===== src/rtl/core/sdpg_pkg.sv =====
// Shared types and constants for the step/direction pulse generator.
// No dependencies; every other file of the block refers to this package by scoped names.
package sdpg_pkg;

  localparam int unsigned CMD_W      = 2;
  localparam int unsigned MODE_W     = 2;
  localparam int unsigned TARGET_W   = 32;
  localparam int unsigned STEP_POS_W = 32;
  localparam int unsigned REG_IDX_W  = 2;

  typedef enum logic [CMD_W-1:0] {
    CMD_TICK       = 2'd0,
    CMD_SET_TARGET = 2'd1,
    CMD_ENABLE     = 2'd2,
    CMD_DISABLE    = 2'd3
  } cmd_e;

  localparam logic [MODE_W-1:0] MODE_POSITION = 2'd0;
  localparam logic [MODE_W-1:0] MODE_VELOCITY = 2'd1;
  localparam logic [MODE_W-1:0] MODE_TORQUE   = 2'd2;
  localparam logic [MODE_W-1:0] MODE_IDLE     = 2'd3;

  localparam logic [REG_IDX_W-1:0] REG_INTERVAL   = 2'd0;
  localparam logic [REG_IDX_W-1:0] REG_CONFIGURED = 2'd1;
  localparam logic [REG_IDX_W-1:0] REG_INVERT_DIR = 2'd2;
  localparam logic [REG_IDX_W-1:0] REG_ENABLE_LOW = 2'd3;

  typedef struct packed {
    cmd_e                        command;
    logic [MODE_W-1:0]           mode_sel;
    logic signed [TARGET_W-1:0]  target_amount;
  } item_t;

  typedef struct packed {
    logic                         step_issued;
    logic                         direction_level;
    logic                         enable_level;
    logic signed [STEP_POS_W-1:0] step_position;
  } result_t;

endpackage


===== src/rtl/core/sdpg_motion.sv =====
// Channel state, configuration registers and the next-state logic for one request.
// Depends on sdpg_pkg for the request and result structs and the command codes.
module sdpg_motion #(
  parameter int unsigned POSITION_WIDTH = 32,
  parameter int unsigned INTERVAL_WIDTH = 20
) (
  input  logic                           clk_i,
  input  logic                           rst_ni,
  input  logic                           cfg_we_i,
  input  logic [sdpg_pkg::REG_IDX_W-1:0] cfg_index_i,
  input  logic [INTERVAL_WIDTH-1:0]      cfg_data_i,
  input  logic                           apply_i,
  input  sdpg_pkg::item_t                item_i,
  output sdpg_pkg::result_t              result_o
);

  localparam int unsigned CMP_W = (POSITION_WIDTH > sdpg_pkg::TARGET_W) ?
                                  POSITION_WIDTH : sdpg_pkg::TARGET_W;

  logic [INTERVAL_WIDTH-1:0] interval_q;
  logic                      configured_q;
  logic                      invert_q;
  logic                      enable_low_q;

  logic signed [POSITION_WIDTH-1:0]        pos_q, pos_d;
  logic [INTERVAL_WIDTH-1:0]               ticks_q, ticks_d;
  logic [sdpg_pkg::MODE_W-1:0]             mode_q, mode_d;
  logic signed [sdpg_pkg::TARGET_W-1:0]    target_q, target_d;
  logic                                    enabled_q, enabled_d;
  logic                                    direction_q, direction_d;

  logic [INTERVAL_WIDTH-1:0] tick_sat;
  logic signed [CMP_W-1:0]   pos_ext;
  logic signed [CMP_W-1:0]   tgt_ext;
  logic signed [CMP_W-1:0]   pos_out_ext;
  logic                      step;
  logic                      dir_pos;

  assign tick_sat = (ticks_q == '1) ? ticks_q : ticks_q + INTERVAL_WIDTH'(1);
  assign pos_ext  = CMP_W'(pos_q);
  assign tgt_ext  = CMP_W'(target_q);

  always_comb begin
    pos_d       = pos_q;
    ticks_d     = ticks_q;
    mode_d      = mode_q;
    target_d    = target_q;
    enabled_d   = enabled_q;
    direction_d = direction_q;
    step        = 1'b0;
    dir_pos     = 1'b0;
    case (item_i.command)
      sdpg_pkg::CMD_TICK: begin
        ticks_d = tick_sat;
        if (enabled_q && (interval_q != '0) && (tick_sat >= interval_q)) begin
          case (mode_q)
            sdpg_pkg::MODE_POSITION: begin
              step    = (pos_ext != tgt_ext);
              dir_pos = (tgt_ext > pos_ext);
            end
            sdpg_pkg::MODE_VELOCITY: begin
              step    = (target_q != '0);
              dir_pos = ~target_q[sdpg_pkg::TARGET_W-1];
            end
            sdpg_pkg::MODE_TORQUE, sdpg_pkg::MODE_IDLE: begin
              step = 1'b0;
            end
            default: begin
              step = 1'b0;
            end
          endcase
        end
        if (step) begin
          direction_d = dir_pos ^ invert_q;
          pos_d       = dir_pos ? pos_q + $signed(POSITION_WIDTH'(1))
                                : pos_q - $signed(POSITION_WIDTH'(1));
          ticks_d     = '0;
        end
      end
      sdpg_pkg::CMD_SET_TARGET: begin
        mode_d   = item_i.mode_sel;
        target_d = item_i.target_amount;
      end
      sdpg_pkg::CMD_ENABLE: begin
        if (configured_q) begin
          enabled_d = 1'b1;
        end
      end
      sdpg_pkg::CMD_DISABLE: begin
        enabled_d = 1'b0;
      end
      default: begin
        enabled_d = enabled_q;
      end
    endcase
  end

  // Position is shown sign-extended or truncated to the fixed result width.
  assign pos_out_ext = CMP_W'(pos_d);

  assign result_o.step_issued     = step;
  assign result_o.direction_level = direction_d;
  assign result_o.enable_level    = enabled_d ^ enable_low_q;
  assign result_o.step_position   = pos_out_ext[sdpg_pkg::STEP_POS_W-1:0];

  always_ff @(posedge clk_i or negedge rst_ni) begin
    if (!rst_ni) begin
      interval_q   <= '0;
      configured_q <= 1'b0;
      invert_q     <= 1'b0;
      enable_low_q <= 1'b0;
      pos_q        <= '0;
      ticks_q      <= '1;
      mode_q       <= sdpg_pkg::MODE_POSITION;
      target_q     <= '0;
      enabled_q    <= 1'b0;
      direction_q  <= 1'b0;
    end else begin
      if (apply_i) begin
        pos_q       <= pos_d;
        ticks_q     <= ticks_d;
        mode_q      <= mode_d;
        target_q    <= target_d;
        enabled_q   <= enabled_d;
        direction_q <= direction_d;
      end
      if (cfg_we_i) begin
        case (cfg_index_i)
          sdpg_pkg::REG_INTERVAL: begin
            interval_q <= cfg_data_i;
          end
          sdpg_pkg::REG_CONFIGURED: begin
            // Reconfiguring the channel always leaves it disabled.
            configured_q <= cfg_data_i[0];
            enabled_q    <= 1'b0;
            direction_q  <= 1'b0;
          end
          sdpg_pkg::REG_INVERT_DIR: begin
            invert_q <= cfg_data_i[0];
          end
          sdpg_pkg::REG_ENABLE_LOW: begin
            enable_low_q <= cfg_data_i[0];
          end
          default: begin
            interval_q <= interval_q;
          end
        endcase
      end
    end
  end

endmodule


===== src/rtl/core/step_dir_pulse_generator_core.sv =====
// Top level of the step/direction pulse generator: request register, motion logic, result
// register and the valid/ready handshakes. Depends on sdpg_pkg and sdpg_motion.

// One request (tick, set target, enable or disable) enters per clock cycle. It is held
// in the request register, where the channel state is updated by a single pass of
// compare-and-count logic, and its result is then captured into and presented from the
// result register. The rate is one request per cycle as long as results are taken; a
// stalled result holds the result register and, one request later, the request register.
// Configuration writes are taken in any cycle with cfg_ready_o always high and must only
// be issued while no request is in flight.
module step_dir_pulse_generator_core #(
  parameter int unsigned POSITION_WIDTH = 32,
  parameter int unsigned INTERVAL_WIDTH = 20
) (
  input  logic                                  clk_i,
  input  logic                                  rst_ni,
  input  logic                                  cfg_valid_i,
  output logic                                  cfg_ready_o,
  input  logic [sdpg_pkg::REG_IDX_W-1:0]        cfg_index_i,
  input  logic [INTERVAL_WIDTH-1:0]             cfg_data_i,
  input  logic                                  in_valid_i,
  output logic                                  in_ready_o,
  input  logic [sdpg_pkg::CMD_W-1:0]            command_i,
  input  logic [sdpg_pkg::MODE_W-1:0]           mode_sel_i,
  input  logic signed [sdpg_pkg::TARGET_W-1:0]  target_amount_i,
  output logic                                  out_valid_o,
  input  logic                                  out_ready_i,
  output logic                                  step_issued_o,
  output logic                                  direction_level_o,
  output logic                                  enable_level_o,
  output logic signed [sdpg_pkg::STEP_POS_W-1:0] step_position_o
);

  logic              s1_valid_q;
  sdpg_pkg::item_t   s1_item_q;
  logic              out_valid_q;
  sdpg_pkg::result_t out_res_q;
  sdpg_pkg::result_t res;
  logic              adv;
  logic              apply;

  assign adv         = ~out_valid_q | out_ready_i;
  assign in_ready_o  = ~s1_valid_q | adv;
  assign apply       = s1_valid_q & adv;
  assign cfg_ready_o = 1'b1;

  sdpg_motion #(
    .POSITION_WIDTH(POSITION_WIDTH),
    .INTERVAL_WIDTH(INTERVAL_WIDTH)
  ) u_motion (
    .clk_i       (clk_i),
    .rst_ni      (rst_ni),
    .cfg_we_i    (cfg_valid_i),
    .cfg_index_i (cfg_index_i),
    .cfg_data_i  (cfg_data_i),
    .apply_i     (apply),
    .item_i      (s1_item_q),
    .result_o    (res)
  );

  always_ff @(posedge clk_i or negedge rst_ni) begin
    if (!rst_ni) begin
      s1_valid_q  <= 1'b0;
      out_valid_q <= 1'b0;
    end else begin
      if (in_ready_o) begin
        s1_valid_q <= in_valid_i;
      end
      if (adv) begin
        out_valid_q <= s1_valid_q;
      end
    end
  end

  always_ff @(posedge clk_i) begin
    if (in_valid_i && in_ready_o) begin
      s1_item_q.command       <= sdpg_pkg::cmd_e'(command_i);
      s1_item_q.mode_sel      <= mode_sel_i;
      s1_item_q.target_amount <= target_amount_i;
    end
    if (apply) begin
      out_res_q <= res;
    end
  end

  assign out_valid_o       = out_valid_q;
  assign step_issued_o     = out_res_q.step_issued;
  assign direction_level_o = out_res_q.direction_level;
  assign enable_level_o    = out_res_q.enable_level;
  assign step_position_o   = out_res_q.step_position;

  // Only a tick request can produce a step.
  a_step_only_on_tick: assert property (@(posedge clk_i) disable iff (!rst_ni)
    (apply && (s1_item_q.command != sdpg_pkg::CMD_TICK)) |-> !res.step_issued)
    else $error("step issued on a request that is not a tick");

  // Back-pressure on the input only comes from an occupied request register behind a stalled result.
  a_ready_needs_full_stage: assert property (@(posedge clk_i) disable iff (!rst_ni)
    !in_ready_o |-> (s1_valid_q && out_valid_q && !out_ready_i))
    else $error("input stalled without a blocked request");

  // A new result appears only when a request was held in the request register.
  a_result_from_stage: assert property (@(posedge clk_i) disable iff (!rst_ni)
    (out_valid_q && !$past(out_valid_q)) |-> $past(s1_valid_q))
    else $error("result appeared without a request");

endmodule

===== config.mk =====
export PLATFORM = sky130hd
export DESIGN_NAME = step_dir_pulse_generator_core
export DESIGN_NICKNAME = d
export VERILOG_FILES = /design/src/rtl/core/sdpg_pkg.sv /design/src/rtl/core/sdpg_motion.sv /design/src/rtl/core/step_dir_pulse_generator_core.sv
export SDC_FILE = /design/constraint.sdc
export NUM_CORES = 1
export LEC_CHECK = 0
export ABC_AREA = 1
export BUFFER_PORTS_ARGS = -buffer_cell sky130_fd_sc_hd__buf_2
export CAP_MARGIN = 15
export CORE_MARGIN = 10
export CORE_UTILIZATION = 41
export CTS_CLUSTER_DIAMETER = 120
export DETAILED_ROUTE_END_ITERATION = 16
export HOLD_SLACK_MARGIN = 0.1
export PLACE_DENSITY = 0.57
export RECOVER_POWER = 50
export SLEW_MARGIN = 5
export SYNTH_ARGS = -nofsm -noshare
export SYNTH_HDL_FRONTEND = slang
export SYNTH_SLANG_ARGS = --single-unit
export TNS_END_PERCENT = 1

===== constraint.sdc =====
create_clock -name clk_i -period 14.3 [get_ports clk_i]
set_clock_uncertainty 0.1 [all_clocks]
set_input_delay 2.86 -clock clk_i [delete_from_list [all_inputs] [get_ports clk_i]]
set_output_delay 2.86 -clock clk_i [all_outputs]
set_load 0.05 [all_outputs]

# == Word level (Yosys, flattened, before mapping) ==
# Cells that the tools add are included.
# word_totals
out_inout_bits,38
register_bits,184
# classes
bitwise,8
magnitude_cmp,2
n_reduce_logical,15
eq_ne,11
addsub,3
muxes,21
# ops
operator,count
2-to-1 mux 32 bit,3
2-to-1 mux 20 bit,2
adder 32 x 2 -> 32 bit (second input constant),1
> comparator 32 bit,1
inequality test 32 bit,1
nonzero test 32 bit,1
subtractor 32 x 2 -> 32 bit (second input constant),1
adder 20 x 1 -> 20 bit (second input constant),1
equality test 20 bit (second input constant),1
greater-or-equal comparator 20 bit,1
nonzero test 20 bit,1
2-to-1 mux 1 bit,13
equality test 2 bit (second input constant),6
AND reduction 2 bit,6
equality test 2 x 1 -> 1 bit (second input constant),3
zero test 2 bit,3
one-hot mux 1 bit (2 select lines),2
logical AND 1 bit,3
NOT 1 bit,3
one-hot mux 1 bit (3 select lines),1
bitwise OR 1 bit,2
OR reduction 2 bit,1
XOR 1 bit,2
AND 1 bit,1

# == Logic depth before layout (Yosys ltp) ==
# depth
ltp_word,12
mapped_depth,35
mapped_depth_nobuf,35

# == Cells and area by module ==
# From an unflattened synthesis, not the netlist that was laid out.
# unflattened
cells_unflattened,1174
area_unflattened_um2,10650.2
# modules_own_cells
mod,cells_each,instances,seq_area_each_um2,area_each_um2
sdpg_motion,1089,1,2802.7,8411.8
step_dir_pulse_generator_core,85,1,2182.1,2238.4

# == Least setup slack after synthesis ==
# No wires, ideal clock.
# synth_timing
path_type,input port to output port
start,input port out_ready_i
end,output port in_ready_o
path_stages,2
path_slack_ns,8.020
t_required_ns,11.340
t_arrival_ns,3.320
path_buffers,0
cell_sequence,inv_1 > nand3_1
# synth_via
elab_chain_cells,2
# synth_rtl
element,line_no,rtl
from (decl),step_dir_pulse_generator_core.sv:27,"input logic out_ready_i,"
bitwise OR 1 bit,step_dir_pulse_generator_core.sv:42,assign adv = ~out_valid_q | out_ready_i;
bitwise OR 1 bit,step_dir_pulse_generator_core.sv:43,assign in_ready_o = ~s1_valid_q | adv;
to (decl),step_dir_pulse_generator_core.sv:22,"output logic in_ready_o,"
# Every way passes these cells.

==> results.ini <==
[run_status]
outcome=finished, violations left
violations=max-capacitance violations, max-slew violations

[clock_network]
clk_pin_slew_ns=0.08
ctsResizeCount=0
clock_latency_ns=0.44
clockBufferDepth=2
cts_tree=built
cts_htree_levels=4
cts_setup_buffers=0
cts.sinks=184
cts-root-buf=clkbuf_16
postCtsHoldBufs=0
cts_made_buffers=17

[critical_path]
path_depth=2
crit_path_start_kind=input port
arrival_ns=7.43
r2r_start=u_motion.ticks_q[1]
critPathMaxStageDelay_ns=2.34
path_buf_inv=2
crit_chain=clkbuf_1 > clkbuf_1
required_ns=14.05
crit_family=buffers and inverters
cp_common_cell=clkbuf_1
crit_start=rst_ni
critPathSlowestCell=clkbuf_1
crit_fanout=58
crit_type=in -> async
endpoint_kind=async pin
ff2ff_path_depth=27

[synthesis]
synth-edff-count=71
syn_area_mm2=0.0106
ys_warn_count=0
synth_cell_types=53
syn_area_per_cell_um2=9.00
yosys.area.top_type=dfrtp_1
yosys-top-cells-count=nand2_1, inv_1, dfrtp_1
synth_top_area_share_pct=22.0
synth_area_leaders=dfrtp_1, edfxtp_1, ha_1
yosysMostFrequentCell=nand2_1
ys.flop_type=dfrtp_1
async_flop_share_pct=61.4
ys_seq_elements=184
synth_nets=1321
synthCells=1174
yosysSeqAreaShare_pct=47.2

[cells_and_area]
seqCellArea_mm2=0.00498
nets=1421
drive_gt1_share_pct=13.5
diodes=0
syn2layout_area_growth_pct=12.7
multi_input_area_mm2=0.00490
final_cells=1617
fillCellCount=2543

[placement]
port_buffers=99
dp_hpwl_um=19500
dpl_worst_slack_ns=8.00
dp.cells=1584
globalplace.congestion=0.884

[floorplanning]
die_area_mm2=0.0326
pin_count=101
start_util_pct=41.8
core_region_area_mm2=0.0253
die_w_um=181
dieHeight_um=181
rows=58

[power_and_ir_drop]
irDropWorstVdd_v=0.000108
powerDensity_mw_per_mm2=256
p_leak_nw=5.47

[routing]
drt_iter0_markers=495
viasPerCell=5.03
drt_wl_total_um=25500
drc=0
vias=8134
detail_route.wl_per_cell_um=15.8
drt_pass1_iterations=5
antenna_left=0

[sta]
maxSlewViolCount=153
finalHoldViolCount=0
setup_violations=0
max-slew-margin-rel_pct=-109
min_period_ns=7.68
tns_ns=0
max_clock_freq_mhz=130
timing.final.ws_setup_ns=6.62
post-route-period-util_pct=53.7
rsz0062_at_grt=false
whs_ns=0.378
worstMarginPinSlew_ns=3.13

[global_routing]
antenna_found_initial=0
grt_pass1_vias=8143
grt_pass1_wl_um=42100
grtUsageTotal_pct=15.7
grt_max_degree=95
overflow=0

[hold_path]
holdPathStages=1
holdCritStartpoint=s1_item_q[20]
hp-class=reg -> reg

[run]
cap_violations=3

## power by group
group	switching (mW)	total, mW	leakage (nW)	internal [mW]
Combinational	1.12	1.74	3.15	0.618
Sequential	0.105	0.842	2.04	0.736
Clock	0.227	0.462	0.281	0.235
Total	1.46	3.05	5.47	1.59
## area by class of cell
type | instances | share of cell area (%)
Clock inverter | 14 | 1.12
Clock buffer | 18 | 3.69
Tap cell | 330 | 3.47
Timing Repair Buffer | 106 | 4.06
Multi-Input combinational cell | 817 | 41.1
Inverter | 148 | 4.67
Sequential cell | 184 | 41.8
## worst reg2reg max path: stages (launching register included)
cell and delay (ns):
dfstp_2 0.56, ha_1 0.20, inv_1 0.09, nor3_1 0.26
nand2_1 0.18, nor3b_2 0.31, inv_1 0.20, o21ai_0 0.23
inv_1 0.07, ha_1 0.29, nand4_1 0.12, nor3_1 0.18
nand4_1 0.11, nand4_1 0.11, nand2_1 0.09, inv_2 0.13
nand2_1 0.32, buf_4 0.36, ha_1 0.36, a21oi_1 0.24
o21ai_0 0.16, a21oi_1 0.27, nand3_1 0.18, a21oi_1 0.21
xor2_1 0.09, a21boi_1 0.30, nand2_1 0.09, o21ai_0 0.11
## cells in the final DEF, fill, tap and decap left out, types with 7 or more instances in the layout
cell,count
nand2_1,236
inv_1,143
dfrtp_1,93
nor2_1,85
ha_1,83
a21oi_1,82
o21ai_0,79
edfxtp_1,71
buf_2,60
nand3_1,46
clkbuf_1,43
mux2_2,31
o21ai_1,24
xor2_1,22
nand4_1,21
dfstp_2,20
nor3_1,18
xnor2_1,18
clkbuf_16,17
nor4_1,12
a21o_1,7
## cell families (layout without fill, tap and decap cells)
group                      Yosys count  after routing  synth area share, %
and+or+nand+nor                    435            435                 17.8
AOI/OAI and AO/OA                  225            225                 11.8
DFF                                184            184                 47.2
buffers and inverters              173            286                 6.49
adders and majority gates           84             84                 10.0
xor gates and xnor gates            40             40                 3.32
muxes                               32             32                 3.40
other                                1              1               0.0355
## layer usage
layer | routed length (µm) | part of all wire, % | vias up | GRT usage (%)
met4 | 227 | 0.89 | 0 | 3.94
met5 | 0 | 0 | - | 0
li1 | - | - | 4169 | -
met1 | 12000 | 47 | 3815 | 20.2
met3 | 970 | 3.8 | 18 | 3.41
met2 | 12300 | 48 | 132 | 26.2
## through the flow
step           power [mW]  cell area (µm²)  utilization [%]
2_1_floorplan        2.17            10600                -
3_3_place_gp         2.58            11400             45.1
3_5_place_dp         2.60            11400             45.1
4_1_cts              3.07            12000             47.4
5_1_grt              3.34            11900             47.2
6_report             3.05            11900             47.2
## registers in the layout, summed over array words and instances, names as in the netlist
register	flops
u_motion.configured_q	1
enable_level_o	1
step_position_o	32
step_issued_o	1
u_motion.enable_low_q	1
u_motion.invert_q	1
u_motion.direction_q	1
out_valid_o	1
s1_item_q	36
u_motion.target_q	32
u_motion.pos_ext	32
s1_valid_q	1
u_motion.enabled_q	1
u_motion.interval_q	20
direction_level_o	1
u_motion.ticks_q	20
u_motion.mode_q	2
## final timing paths
check | slack [ns] | to
max | 6.62 | u_motion.target_q[25]
min | 0.38 | u_motion.target_q[20]
max reg2reg | 8.30 | u_motion.pos_ext[26]
min reg2reg | 0.38 | u_motion.target_q[20]
max in group clk_i | 8.00 | in_ready_o
min in group asynchronous | 3.34 | u_motion.interval_q[14]
(Power assumes the default switching activity.)
